File: config.mk
export PLATFORM = sky130hd
export DESIGN_NAME = message_frame_decoder_flat
export DESIGN_NICKNAME = d
export VERILOG_FILES = /design/src/rtl/core/mfd_pkg.sv /design/src/rtl/core/mfd_in_if.sv /design/src/rtl/core/mfd_out_if.sv /design/src/rtl/core/mfd_in_stage.sv /design/src/rtl/core/mfd_frame_fsm.sv /design/src/rtl/core/mfd_out_stage.sv /design/src/rtl/core/message_frame_decoder.sv /design/src/flat_wrapper.sv
export SDC_FILE = /design/constraint.sdc
export NUM_CORES = 1
export LEC_CHECK = 0
export BUFFER_PORTS_ARGS = -buffer_cell sky130_fd_sc_hd__buf_2
export CAP_MARGIN = 20
export CORE_MARGIN = 4
export CORE_UTILIZATION = 59
export DETAILED_ROUTE_END_ITERATION = 8
export GPL_ROUTABILITY_DRIVEN = 0
export GPL_TIMING_DRIVEN = 0
export PLACE_DENSITY = 0.8
export SETUP_SLACK_MARGIN = 0.05
export SKIP_CTS_REPAIR_TIMING = 1
export SLEW_MARGIN = 25
export SYNTH_ARGS = -nofsm -noshare
export SYNTH_HDL_FRONTEND = slang
export SYNTH_SLANG_ARGS = --single-unit
File: constraint.sdc
create_clock -name clk -period 8.2 [get_ports clk]
set_input_delay 0.41 -clock clk [delete_from_list [all_inputs] [get_ports clk]]
set_output_delay 0.41 -clock clk [all_outputs]
set_load 0.02 [all_outputs]
File: src/rtl/core/mfd_pkg.sv
// ----------------------------------------------------------------------------
// Message frame decoder package
// Types and constants shared by the decoder stages.
// ----------------------------------------------------------------------------
`default_nettype none

package mfd_pkg;

    localparam int HEADER_BYTES = 13;
    localparam logic [3:0] HEADER_LAST_COUNT = 4'(HEADER_BYTES - 1);
    localparam logic [3:0] TYPE_COUNT        = 4'd0;
    localparam logic [3:0] STAMP_LAST_COUNT  = 4'd8;

    localparam logic KIND_HEADER  = 1'b0;
    localparam logic KIND_PAYLOAD = 1'b1;
    localparam logic STATUS_OK    = 1'b0;
    localparam logic STATUS_TRUNC = 1'b1;

    typedef enum logic [1:0] {
        PH_HEADER  = 2'd0,
        PH_PAYLOAD = 2'd1,
        PH_SKIP    = 2'd2
    } phase_t;

    typedef struct packed {
        logic [7:0] data_byte;
        logic       buffer_end;
    } item_t;

    typedef struct packed {
        logic        result_kind;
        logic        status;
        logic [7:0]  message_type;
        logic [63:0] timestamp;
        logic [31:0] payload_length;
        logic [7:0]  payload_byte;
        logic        end_of_message;
    } result_t;

endpackage

`default_nettype wire

File: src/rtl/core/mfd_in_if.sv
// ----------------------------------------------------------------------------
// Byte channel interface
// Valid/ready channel carrying one buffer byte and its end flag.
// ----------------------------------------------------------------------------
`default_nettype none

interface mfd_in_if;

    logic       valid;
    logic       ready;
    logic [7:0] data_byte;
    logic       buffer_end;

    modport source (output valid, output data_byte, output buffer_end, input ready);
    modport sink (input valid, input data_byte, input buffer_end, output ready);

endinterface

`default_nettype wire

File: src/rtl/core/mfd_out_if.sv
// ----------------------------------------------------------------------------
// Result channel interface
// Valid/ready channel carrying one decoded header or payload result.
// ----------------------------------------------------------------------------
`default_nettype none

interface mfd_out_if;

    logic        valid;
    logic        ready;
    logic        result_kind;
    logic        status;
    logic [7:0]  message_type;
    logic [63:0] timestamp;
    logic [31:0] payload_length;
    logic [7:0]  payload_byte;
    logic        end_of_message;

    modport source (
        output valid, output result_kind, output status, output message_type,
        output timestamp, output payload_length, output payload_byte,
        output end_of_message, input ready
    );
    modport sink (
        input valid, input result_kind, input status, input message_type,
        input timestamp, input payload_length, input payload_byte,
        input end_of_message, output ready
    );

endinterface

`default_nettype wire

File: src/rtl/core/mfd_in_stage.sv
// ----------------------------------------------------------------------------
// Message frame decoder input stage
// Registers one incoming byte transaction ahead of the frame logic.
// ----------------------------------------------------------------------------
`default_nettype none

module mfd_in_stage
    import mfd_pkg::*;
(
    input  wire logic clk,
    input  wire logic rst_n,
    mfd_in_if.sink    byte_in,
    output item_t     item,
    output logic      item_valid,
    input  wire logic item_take
);

    logic  valid_reg;
    logic  valid_next;
    item_t item_reg;
    logic  load;

    assign byte_in.ready = !valid_reg || item_take;
    assign load          = byte_in.valid && byte_in.ready;

    always_comb
    begin
        valid_next = valid_reg;
        if (load)
        begin
            valid_next = 1'b1;
        end
        else if (item_take)
        begin
            valid_next = 1'b0;
        end
    end

    always_ff @(posedge clk or negedge rst_n)
    begin
        if (!rst_n)
        begin
            valid_reg <= 1'b0;
        end
        else
        begin
            valid_reg <= valid_next;
        end
    end

    always_ff @(posedge clk)
    begin
        if (load)
        begin
            item_reg.data_byte  <= byte_in.data_byte;
            item_reg.buffer_end <= byte_in.buffer_end;
        end
    end

    assign item       = item_reg;
    assign item_valid = valid_reg;

endmodule

`default_nettype wire

File: src/rtl/core/mfd_frame_fsm.sv
// ----------------------------------------------------------------------------
// Message frame decoder frame state machine
// Tracks header, payload and skip phases and forms a header result and one result per payload byte.
// ----------------------------------------------------------------------------
`default_nettype none

module mfd_frame_fsm
    import mfd_pkg::*;
(
    input  wire logic  clk,
    input  wire logic  rst_n,
    input  wire logic  step,
    input  wire item_t item,
    output logic       res_valid,
    output result_t    result
);

    phase_t      phase_reg;
    phase_t      phase_next;
    logic [3:0]  count_reg;
    logic [3:0]  count_next;
    logic [7:0]  type_reg;
    logic [7:0]  type_next;
    logic [63:0] stamp_reg;
    logic [63:0] stamp_next;
    logic [31:0] length_reg;
    logic [31:0] length_next;
    logic [31:0] left_reg;
    logic [31:0] left_next;
    logic [31:0] left_dec;

    assign left_dec = left_reg - 32'd1;

    always_comb
    begin
        phase_next  = phase_reg;
        count_next  = count_reg;
        type_next   = type_reg;
        stamp_next  = stamp_reg;
        length_next = length_reg;
        left_next   = left_reg;
        res_valid   = 1'b0;
        result      = '0;

        if (step)
        begin
            unique case (phase_reg)
                PH_HEADER:
                begin
                    if (count_reg == TYPE_COUNT)
                    begin
                        type_next = item.data_byte;
                    end
                    else if (count_reg <= STAMP_LAST_COUNT)
                    begin
                        stamp_next = {stamp_reg[55:0], item.data_byte};
                    end
                    else
                    begin
                        length_next = {length_reg[23:0], item.data_byte};
                    end

                    if (count_reg >= HEADER_LAST_COUNT)
                    begin
                        res_valid             = 1'b1;
                        result.result_kind    = KIND_HEADER;
                        result.message_type   = type_next;
                        result.timestamp      = stamp_next;
                        count_next            = '0;
                        if (length_next == '0)
                        begin
                            result.status         = STATUS_OK;
                            result.end_of_message = 1'b1;
                            phase_next = item.buffer_end ? PH_HEADER : PH_SKIP;
                        end
                        else if (item.buffer_end)
                        begin
                            result.status         = STATUS_TRUNC;
                            result.payload_length = length_next;
                            result.end_of_message = 1'b1;
                            phase_next            = PH_HEADER;
                        end
                        else
                        begin
                            result.status         = STATUS_OK;
                            result.payload_length = length_next;
                            left_next             = length_next;
                            phase_next            = PH_PAYLOAD;
                        end
                    end
                    else if (item.buffer_end)
                    begin
                        res_valid             = 1'b1;
                        result.result_kind    = KIND_HEADER;
                        result.status         = STATUS_TRUNC;
                        result.end_of_message = 1'b1;
                        phase_next            = PH_HEADER;
                        count_next            = '0;
                    end
                    else
                    begin
                        count_next = count_reg + 4'd1;
                    end
                end

                PH_PAYLOAD:
                begin
                    left_next             = left_dec;
                    res_valid             = 1'b1;
                    result.result_kind    = KIND_PAYLOAD;
                    result.message_type   = type_reg;
                    result.timestamp      = stamp_reg;
                    result.payload_length = length_reg;
                    result.payload_byte   = item.data_byte;
                    if (left_dec == '0)
                    begin
                        result.status         = STATUS_OK;
                        result.end_of_message = 1'b1;
                        phase_next = item.buffer_end ? PH_HEADER : PH_SKIP;
                        count_next = '0;
                    end
                    else if (item.buffer_end)
                    begin
                        result.status         = STATUS_TRUNC;
                        result.end_of_message = 1'b1;
                        phase_next            = PH_HEADER;
                        count_next            = '0;
                    end
                    else
                    begin
                        result.status = STATUS_OK;
                    end
                end

                default:
                begin
                    if (item.buffer_end)
                    begin
                        phase_next = PH_HEADER;
                        count_next = '0;
                    end
                end
            endcase
        end
    end

    always_ff @(posedge clk or negedge rst_n)
    begin
        if (!rst_n)
        begin
            phase_reg <= PH_HEADER;
            count_reg <= '0;
        end
        else
        begin
            phase_reg <= phase_next;
            count_reg <= count_next;
        end
    end

    always_ff @(posedge clk)
    begin
        type_reg   <= type_next;
        stamp_reg  <= stamp_next;
        length_reg <= length_next;
        left_reg   <= left_next;
    end

endmodule

`default_nettype wire

File: src/rtl/core/mfd_out_stage.sv
// ----------------------------------------------------------------------------
// Message frame decoder output stage
// Holds one result transaction until the receiver takes it.
// ----------------------------------------------------------------------------
`default_nettype none

module mfd_out_stage
    import mfd_pkg::*;
(
    input  wire logic    clk,
    input  wire logic    rst_n,
    input  wire logic    load,
    input  wire result_t result,
    output logic         slot_ready,
    mfd_out_if.source    result_out
);

    logic    valid_reg;
    logic    valid_next;
    result_t result_reg;

    assign slot_ready = !valid_reg || result_out.ready;

    always_comb
    begin
        valid_next = valid_reg;
        if (load)
        begin
            valid_next = 1'b1;
        end
        else if (result_out.ready)
        begin
            valid_next = 1'b0;
        end
    end

    always_ff @(posedge clk or negedge rst_n)
    begin
        if (!rst_n)
        begin
            valid_reg <= 1'b0;
        end
        else
        begin
            valid_reg <= valid_next;
        end
    end

    always_ff @(posedge clk)
    begin
        if (load)
        begin
            result_reg <= result;
        end
    end

    assign result_out.valid          = valid_reg;
    assign result_out.result_kind    = result_reg.result_kind;
    assign result_out.status         = result_reg.status;
    assign result_out.message_type   = result_reg.message_type;
    assign result_out.timestamp      = result_reg.timestamp;
    assign result_out.payload_length = result_reg.payload_length;
    assign result_out.payload_byte   = result_reg.payload_byte;
    assign result_out.end_of_message = result_reg.end_of_message;

endmodule

`default_nettype wire

File: src/rtl/core/message_frame_decoder.sv
// ----------------------------------------------------------------------------
// Message frame decoder
// Splits a byte stream into a 13-byte header result and payload results.
// ----------------------------------------------------------------------------
// Usage:
//   byte_in carries one buffer byte per transaction, buffer_end set on the
//   last byte of a buffer. result_out carries one header result after the
//   13th header byte, then one result per payload byte; end_of_message marks
//   the last result of a message and status flags a buffer that ended early.
//   Bytes past the payload give no result until buffer_end.
//   Path: a taken byte waits in the input register, then the frame state
//   update moves its result, if any, into the result register once free.
//   Throughput: one byte per cycle while result_out.ready stays high; the
//   frame state update is combinational between the two registers.
//   Reset: the decoder starts in the header phase with no pending
//   transaction on either side.
//   Stall: the result register holds its transaction while result_out.ready
//   is low; byte_in.ready drops once the input register also holds a byte.
// ----------------------------------------------------------------------------
`default_nettype none

module message_frame_decoder
    import mfd_pkg::*;
(
    input  wire logic clk,
    input  wire logic rst_n,
    mfd_in_if.sink    byte_in,
    mfd_out_if.source result_out
);

    item_t   item;
    logic    item_valid;
    logic    slot_ready;
    logic    advance;
    logic    res_valid;
    result_t result;

    assign advance = item_valid && slot_ready;

    mfd_in_stage u_in_stage (
        .clk        (clk),
        .rst_n      (rst_n),
        .byte_in    (byte_in),
        .item       (item),
        .item_valid (item_valid),
        .item_take  (advance)
    );

    mfd_frame_fsm u_frame_fsm (
        .clk       (clk),
        .rst_n     (rst_n),
        .step      (advance),
        .item      (item),
        .res_valid (res_valid),
        .result    (result)
    );

    mfd_out_stage u_out_stage (
        .clk        (clk),
        .rst_n      (rst_n),
        .load       (advance && res_valid),
        .result     (result),
        .slot_ready (slot_ready),
        .result_out (result_out)
    );

endmodule

`default_nettype wire

File: src/flat_wrapper.sv
// flat-port wrapper written by rule: the top's interface ports become plain ports
module message_frame_decoder_flat import mfd_pkg::*;
  (clk, rst_n, byte_in_valid, byte_in_data_byte, byte_in_buffer_end, byte_in_ready, result_out_valid, result_out_result_kind, result_out_status, result_out_message_type, result_out_timestamp, result_out_payload_length, result_out_payload_byte, result_out_end_of_message, result_out_ready);
  mfd_in_if byte_in_i ();
  mfd_out_if result_out_i ();
  input  wire logic clk;
  input  wire logic rst_n;
  input wire logic [$bits(byte_in_i.valid)-1:0] byte_in_valid;
  input wire logic [$bits(byte_in_i.data_byte)-1:0] byte_in_data_byte;
  input wire logic [$bits(byte_in_i.buffer_end)-1:0] byte_in_buffer_end;
  output wire logic [$bits(byte_in_i.ready)-1:0] byte_in_ready;
  output wire logic [$bits(result_out_i.valid)-1:0] result_out_valid;
  output wire logic [$bits(result_out_i.result_kind)-1:0] result_out_result_kind;
  output wire logic [$bits(result_out_i.status)-1:0] result_out_status;
  output wire logic [$bits(result_out_i.message_type)-1:0] result_out_message_type;
  output wire logic [$bits(result_out_i.timestamp)-1:0] result_out_timestamp;
  output wire logic [$bits(result_out_i.payload_length)-1:0] result_out_payload_length;
  output wire logic [$bits(result_out_i.payload_byte)-1:0] result_out_payload_byte;
  output wire logic [$bits(result_out_i.end_of_message)-1:0] result_out_end_of_message;
  input wire logic [$bits(result_out_i.ready)-1:0] result_out_ready;
  assign byte_in_i.valid = byte_in_valid;
  assign byte_in_i.data_byte = byte_in_data_byte;
  assign byte_in_i.buffer_end = byte_in_buffer_end;
  assign byte_in_ready = byte_in_i.ready;
  assign result_out_valid = result_out_i.valid;
  assign result_out_result_kind = result_out_i.result_kind;
  assign result_out_status = result_out_i.status;
  assign result_out_message_type = result_out_i.message_type;
  assign result_out_timestamp = result_out_i.timestamp;
  assign result_out_payload_length = result_out_i.payload_length;
  assign result_out_payload_byte = result_out_i.payload_byte;
  assign result_out_end_of_message = result_out_i.end_of_message;
  assign result_out_i.ready = result_out_ready;
  message_frame_decoder u_core (.clk(clk), .rst_n(rst_n), .byte_in(byte_in_i), .result_out(result_out_i));
endmodule
==> summary.md <==
| Metric | Value |
|---|---|
| Outcome | `complete, no violations` |
| Via density | `~6` |
| Simple-gate share of the synthesized area | `0.0989` |
| DR DRC count | `0` |
| Port Buf Inserts | `~130` |
| Top cell type's share of synthesized area | `0.639` |
| Critical Path Fanout Max | `10` |
| VDD IR max | `0.000188 V` |
| Post-route minimum period | `~3.8 ns` |
| Clk_lat worst skew | `~0.54 ns` |
| Post-synth top area cell | `edfxtp_1` |
| Antenna-violating nets left | `0` |
| Nature of the critical path endpoint | `flop` |
| Cell count after synthesis | `907` |
| Grt total ovfl | `0` |
| DRT Wirelength | `29400 µm` |
| Main flop type after synthesis | `edfxtp_1` |
| Worst path cell trace | `inv_1 -> ha_1 -> nor4b_1 -> nand4_1 -> clkbuf_1 -> o21ai_0 -> a21boi_0 -> a221oi_1 -> nor4_2 -> o31a_1` |
| Post-synthesis compound-gate area fraction | `0.0978` |
| Slowest CP cell | `a221oi_1` |
| Antenna Cells | `0` |
| Synth Area in Adders | `0.00410` |
| Fin. max-slew vios | `0` |
| Synth async-reset ratio | `0.0299` |
| Clock root buffer | `clkbuf_16` |
| Vias | `roughly 8400` |
| Hpwl dp | `~21000 µm` |
| Avg Inst Size Synth | `between 10 and 15 µm²` |
| Synthesized cell area | `around 0.012 mm²` |
| # clock sinks | `between 200 and 300` |
| Initial DRC count | `between 1000 and 1500` |
| CTS Buf Count | `28` |
| Nets | `roughly 1100` |
| Worst rel slew slack | `0.310` |
| Antenna violations before repair | `0` |
| Number of flops mapped to enable cells by yosys | `260` |
| Syn_nets | `roughly 920` |
| Row cnt | `52` |
| Post-synthesis mux area share | `0.0935` |
| Die Ht | `152 µm` |
| Area Overhead vs Synth | `17.6%` |
| Setup-failing EPs final | `0` |
| Die ar. | `~0.023 mm²` |
| Vias in the first global route | `about 8200` |
| Final Hold Vio Count | `0` |
| Area after DPL | `about 0.013 mm²` |
| CP arrival | `4.08 ns` |
| Clk slew on worst S/H paths | `around 0.060 ns` |
| Initial core utilization | `0.602` |
| First-pass GRT wire length | `approximately 46000 µm` |
| P_leak | `about 5.3 nW` |
| Core area | `roughly 0.020 mm²` |
| Final instance area | `between 0.01 and 0.015 mm²` |
| Max Clock Freq | `approximately 260 MHz` |
| Top post-synthesis cells by count | `edfxtp_1 (260), nand2_1 (97), mux2_2 (77), nor2_1 (68), a22o_1 (55)` |
| Xor/xnor cell area share of the yosys netlist | `0.0201` |
| FF+latch count, synth | `268` |
| Worst Hold Class | `input port to flop` |
| RSZ-0062 raised after global routing | `no` |
| CTS tree | `done` |
| Worst Tran Pin Value | `1.03 ns` |
| Required @ worst endpoint | `8.49 ns` |
| Ranking of synthesized cells by area | `edfxtp_1 (64%), mux2_2 (7.1%), a22o_1 (3.9%), nand2_1 (3.0%), mux2i_1 (2.1%)` |
| MaxCap Viol Count | `0` |
| Largest net degree at the start of global routing | `29` |
| Main combinational cell family by area after synthesis | `simple AND/OR/NAND/NOR gates` |
| Yosys cell types | `60` |
| Cell with the most instances after synthesis | `edfxtp_1` |
| Crit Path Class | `flop to flop` |
| CP Launch Type | `flop` |
| Io pins | `130` |
| Max incr delay on CP | `between 0.8 and 0.9 ns` |
| Proportion of layout cells with a drive suffix above 1 | `0.259` |
| Filler cells | `1387` |
| Pre-antenna DRT Iters | `6` |
| GRT Util Overall | `0.248` |
| WL per Instance | `approximately 21 µm` |
| Non-Filler Instances | `roughly 1400` |
| Sequential share of the synthesized area | `0.656` |
| Clock Skew | `0.0168 ns` |
| Dpl cells | `roughly 1300` |
| CTS H-Tree Depth | `1` |
| PwrDens | `approximately 340 mW/mm²` |
| Die X | `about 150 µm` |
| Final Cycle Share | `0.462` |
| CTS max path bufs | `3` |
| Warnings, synthesis | `0` |
## worst max-delay path: cells and delay by family, from the launching register on
family	cells	cell delay (ns)
compound gates	4	1.54
fa+ha+maj	1	0.28
buf+inv	2	0.39
flops	1	0.49
simple gates	3	0.83
## metrics by stage
step	total power, mW	setup WS (ns)	hold slack, ns	TNS [ns]	utilization
finish	4.95	4.41	0.0507	0	0.708
floorplan	3.23	1.32	0.114	0	-
global placement	3.63	-1.16	0.263	-236.99	0.650
detailed placement	3.71	4.51	0.272	0	0.663
global route	5.18	4.16	0.0503	0	0.708
CTS	4.95	4.48	-0.300	0	0.707
## layout make-up
| type | instances | area [µm²] | share of cell area |
|---|---|---|---|
| sequential | 268 | 8010 | 0.557 |
| multi-input combinational | 555 | 3870 | 0.270 |
| clock buffer | 37 | 756 | 0.0526 |
| tap | 270 | 338 | 0.0235 |
| clock inverter | 13 | 134 | 0.00932 |
| buffer | 51 | 243 | 0.0169 |
| timing repair buffer | 140 | 893 | 0.0622 |
| inverter | 33 | 124 | 0.00862 |
## kinds of logic (layout without fill, tap and decap cells)
group / count (synthesis) / in the layout
compound gates: 167 / 167
xor+xnor: 28 / 28
fa+ha+maj: 4 / 4
buf+inv: 84 / 274
flops: 268 / 268
mux: 104 / 104
simple gates: 252 / 252
## metal layers
layer	vias to the layer above	wire, µm	track usage
met5	-	0	0
met4	0	998	0.0852
met3	71	2640	0.0495
met2	469	13800	0.390
met1	4113	12000	0.352
li1	3772	-	-
## placed cells by master, fill, tap and decap left out, drive strengths merged, types with 3 or more instances in the layout
cell	n
a21boi	3
a21oi	51
a22o	55
a22oi	3
a32oi	3
and2	4
and3	9
buf	147
bufinv	3
clkbuf	80
clkinv	9
dfrtp	8
edfxtp	260
ha	4
inv	33
mux2	78
mux2i	26
nand2	97
nand2b	7
nand3	8
nand4	7
nor2	68
nor3	16
nor4	18
o21ai	29
o31a	3
o41ai	3
or3	3
or4	3
xnor2	14
xor2	14
## worst paths after layout
check | start | endpoint | slack, ns | depth (start not counted)
worst min-delay path | byte_in_data_byte[5] | u_core.u_in_stage.item[6]$_DFFE_PP_ | 0.05 | 1
max in group asynchronous | rst_n | u_core.u_out_stage.result_out.valid$_DFFE_PN0P_ | 7.76 | 2
worst max register to register | u_core.u_frame_fsm.left_reg[0]$_DFFE_PP_ | u_core.u_out_stage.result_out.end_of_message$_SDFFCE_PN0P_ | 4.41 | 10
worst max-delay path | u_core.u_frame_fsm.left_reg[0]$_DFFE_PP_ | u_core.u_out_stage.result_out.end_of_message$_SDFFCE_PN0P_ | 4.41 | 10
min in group asynchronous | rst_n | u_core.u_in_stage.item_valid$_DFFE_PN0P_ | 0.27 | 2
worst min register to register | u_core.u_frame_fsm.count_reg[0]$_DFFE_PN0P_ | u_core.u_frame_fsm.count_reg[0]$_DFFE_PN0P_ | 0.57 | 1
## power breakdown
part           internal (mW)  leakage [nW]  total, mW  switching, mW
sequential              2.04          2.57       2.27          0.232
clock                  0.736         0.428       1.24          0.500
combinational          0.574          2.26       1.44          0.870
total                   3.35          5.26       4.95           1.60
Power figures use the tool's default switching activity.
